[src/rtl/lrt_pkg.sv]
package lrt_pkg;

  localparam logic [2:0] FUNC_LOOKUP_VAR  = 3'd0;
  localparam logic [2:0] FUNC_LOOKUP_REL  = 3'd1;
  localparam logic [2:0] FUNC_ENTER_EXT   = 3'd2;
  localparam logic [2:0] FUNC_ENTER_INT   = 3'd3;
  localparam logic [2:0] FUNC_DELETE_REL  = 3'd4;
  localparam logic [2:0] FUNC_RESET_MARKS = 3'd5;
  localparam logic [2:0] FUNC_SEND        = 3'd6;

  localparam logic [3:0] OUT_LIMIT = 4'd8;
  localparam logic [3:0] COUNT_MAX = 4'd15;

  typedef struct packed {
    logic [31:0] var_head;
    logic [63:0] var_tail;
    logic [31:0] rel_head;
    logic [63:0] rel_tail;
    logic [15:0] owner;
    logic [7:0]  attr_count;
    logic [15:0] status;
  } entry_t;

  typedef struct packed {
    logic latch;
    logic step;
  } cmd_t;

  typedef struct packed {
    logic out_load;
    logic shown_last;
  } stat_t;

endpackage

[src/rtl/lrt_ctrl.sv]
module lrt_ctrl import lrt_pkg::*; (
  input  logic  clk,
  input  logic  rst,
  input  logic  in_valid,
  output logic  in_stall,
  output logic  out_valid,
  input  logic  out_stall,
  output cmd_t  cmd,
  input  stat_t stat
);

  typedef enum logic [1:0] {IDLE, STEP, SHOW} state_t;

  state_t state;

  assign cmd.latch = in_valid && !in_stall;
  assign cmd.step  = (state == STEP);

  always_ff @(posedge clk) begin
    if (rst) begin
      state     <= IDLE;
      in_stall  <= 1'b0;
      out_valid <= 1'b0;
    end else begin
      case (state)
        IDLE: begin
          if (in_valid) begin
            state    <= STEP;
            in_stall <= 1'b1;
          end
        end
        STEP: begin
          if (stat.out_load) begin
            state     <= SHOW;
            out_valid <= 1'b1;
          end
        end
        SHOW: begin
          if (!out_stall) begin
            out_valid <= 1'b0;
            if (stat.shown_last) begin
              state    <= IDLE;
              in_stall <= 1'b0;
            end else begin
              state <= STEP;
            end
          end
        end
        default: begin
          state <= IDLE;
        end
      endcase
    end
  end

endmodule

[config.mk]
export PLATFORM = sky130hd
export DESIGN_NAME = lrt_ctrl
export DESIGN_NICKNAME = d
export VERILOG_FILES = /design/src/rtl/lrt_pkg.sv /design/src/rtl/lrt_ctrl.sv
export SDC_FILE = /design/constraint.sdc
export NUM_CORES = 1
export LEC_CHECK = 0
export ABC_AREA = 1
export BUFFER_PORTS_ARGS = -buffer_cell sky130_fd_sc_hd__buf_2
export CAP_MARGIN = 20
export CORE_AREA = 10 10 47 49
export CTS_BUF_LIST = sky130_fd_sc_hd__clkbuf_8
export DETAILED_ROUTE_END_ITERATION = 8
export DIE_AREA = 0 0 57 59
export PLACE_DENSITY = 0.43
export SLEW_MARGIN = 20
export SYNTH_ARGS = -nofsm -noshare
export SYNTH_HDL_FRONTEND = slang
export SYNTH_SLANG_ARGS = --single-unit
[constraint.sdc]
create_clock -name clk -period 1 [get_ports clk]
set_clock_uncertainty 0.1 [all_clocks]
set_input_delay 0.05 -clock clk [delete_from_list [all_inputs] [get_ports clk]]
set_output_delay 0.05 -clock clk [all_outputs]
set_load 0.01 [all_outputs]
==> results.toml <==
[route]
first_pass_iters = 1
via_count = 213
vias_per_cell = 3.74
drc_errors = 0
routed_wirelength_um = 492
wl_per_cell_um = 8.63
final_antenna_net_count = 0
first_iter_violations = 0

[setup_path]
cp-start-kind = "register"
endpoint_kind = "output pin"
critPathKind = "register to output pin"
cp-startpoint = "state[0]$_SDFFE_PP0P_"
critical_path.max_fanout = 3
crit_required_ns = 0.85
cp_data_arrival_time_ns = 0.83
reg2reg_from = "state[0]$_SDFFE_PP0P_"

[yosys]
avgSynthCellArea_um2 = 7.06
synth_top_area_cell = "dfxtp_1"
async_flop_share_pct = 0
synth_top_area_share_pct = 40.5
syn_area_um2 = 198
yosysWarnings = 0
yosys-top-cells-count = "inv_1 (5), a21oi_1 (4), dfxtp_1 (4), nand2_1 (4)"
synth.yosys.seq_area_share_pct = 40.5
synth.net_count = 34
synth_cell_type_count = 12
ys_top_cells_by_area = "dfxtp_1 (41%), a21oi_1 (10%), inv_1 (9.5%)"
synth_most_common_cell = "inv_1"
ys_ff_latch = 4
synth_cells = 28
synthFlopType = "dfxtp_1"
synth_edf_count = 0

[sta]
min_period_ns = 0.982
finalHoldViolCount = 0
post-route-period-util_pct = 98.2
drv_slew = 0
relSlewSlack_pct = 89.8
finalSetupTns_ns = 0
setup_violations = 0
rsz0062_at_grt = "true"
tightestPinTransition_ns = 0.151
fmax_ghz = 1.02

[power_and_ir_drop]
irDropWorstVdd_uv = 595
p_total_uw = 637
power.leakage_nw = 0.156
power_density_nw_per_um2 = 1970

[die]
die_w_um = 57
design.die.area_um2 = 3360
initial_core_util_pct = 14.1
die_h_um = 59
core_um2 = 1400
io_pins = 10
num_rows = 14

[status]
outcome = "complete, no violations"

[placed_design]
place_congestion = 0.648
place_area_um2 = 263
io_buffers = 9
dp_cells = 53
dp_hpwl_um = 441

[flow_run]
max_cap_violations = 0

[grt]
track_usage_pct = 3.28
antenna_found_initial = 0
grt_max_degree = 6
grt.overflow.total = 0
grt_pass1_wl_um = 772
grt_pass1_vias = 201

[clocking]
ctsHtreeMaxLevel = 1
numCtsBuffers = 3
cts_sinks = 4
cts_tree = "yes"
cts-root-buf = "clkbuf_8"
clock_latency_ns = 0.21
cts.clk_slew.worst_paths_ns = 0.03
post-cts-setup-buffers = 0
cts.path.max_buffers = 2

[hold_path]
min_path_type = "input pin to register"
hp-start = "in_valid"

[final_layout]
post-route-util_pct = 23.0
finalNonFillerCells = 57
fin_area_um2 = 323
num_antenna_cells = 0
drive_gt1_share_pct = 46.3
fin_nets = 49
areaGrowthSynthToFinish_pct = 63.3
num-fill-cells = 172
==> repair_timing <==
item / CTS / global route
hold buffers: 1 / 0
setup endpoints to repair: 1 / 1
hold endpoints to repair: 2 / 0
gates resized for setup: 3 / 0
==> stage by stage <==
| stage | hold WS, ns | setup WS [ns] |
|---|---|---|
| after floorplan | 0.0124 | 0.101 |
| after global placement | 0.153 | 0.0391 |
| after detailed placement | 0.145 | 0.0355 |
| after CTS | 0.00603 | 0.00993 |
| after global routing | 0.0246 | -0.0207 |
| final | 0.00600 | 0.0179 |
==> metal layers <==
layer	global-route usage (%)	wire length, µm	vias to the layer above
met5	0	0	-
met4	3.02	7	0
met3	3.86	76	2
met2	4.34	225	7
met1	2.49	183	89
li1	-	-	115
==> power breakdown <==
| group | internal (mW) | total, mW | switching, mW |
|---|---|---|---|
| clock network | 0.256 | 0.329 | 0.0735 |
| registers | 0.179 | 0.194 | 0.0150 |
| logic | 0.0539 | 0.113 | 0.0595 |
| total | 0.489 | 0.637 | 0.148 |
==> final timing paths <==
path	end	slack, ns	cells past startpoint
max	cmd[0]	0.02	3
min	in_stall$_SDFFE_PP0P_	0.006	3
max reg2reg	in_stall$_SDFFE_PP0P_	0.10	4
min reg2reg	out_valid$_SDFFE_PP0P_	0.35	2
==> flip-flops by register name, indices dropped and copies added, names as in the netlist <==
signal,cells
in_stall,1
out_valid,1
state,2
==> logic make-up after synthesis <==
kind of cell,share of synthesized area (%)
and+or+nand+nor,28.5
AOI/OAI and AO/OA,19.6
buffers and inverters,11.4
DFF,40.5
==> cells in the final DEF, fill, tap and decap left out <==
master,instances
buf_2,8
inv_1,5
a21oi_1,4
nand2_1,4
clkbuf_8,3
nor2_1,2
o21ai_0,2
nand3_1,2
dfxtp_1,2
dfxtp_2,2
inv_2,1
nor2_4,1
nor2_2,1
nand2_2,1
a21oi_2,1
dlygate4sd3_1,1
buf_6,1
==> cell type report <==
class	instances	area (µm²)	share of cell area, %
Multi-Input combinational cell	18	95.1	29.5
Sequential cell	4	82.6	25.6
Timing Repair Buffer	10	61.3	19.0
Clock buffer	3	41.3	12.8
Inverter	6	22.5	6.98
Tap cell	16	20.0	6.20
==> critical path, cell delays in order (launching register included) <==
cell and delay (ns):
dfxtp_2 0.34, inv_2 0.06, nor2_4 0.11, buf_6 0.12
(Power assumes the default switching activity.)
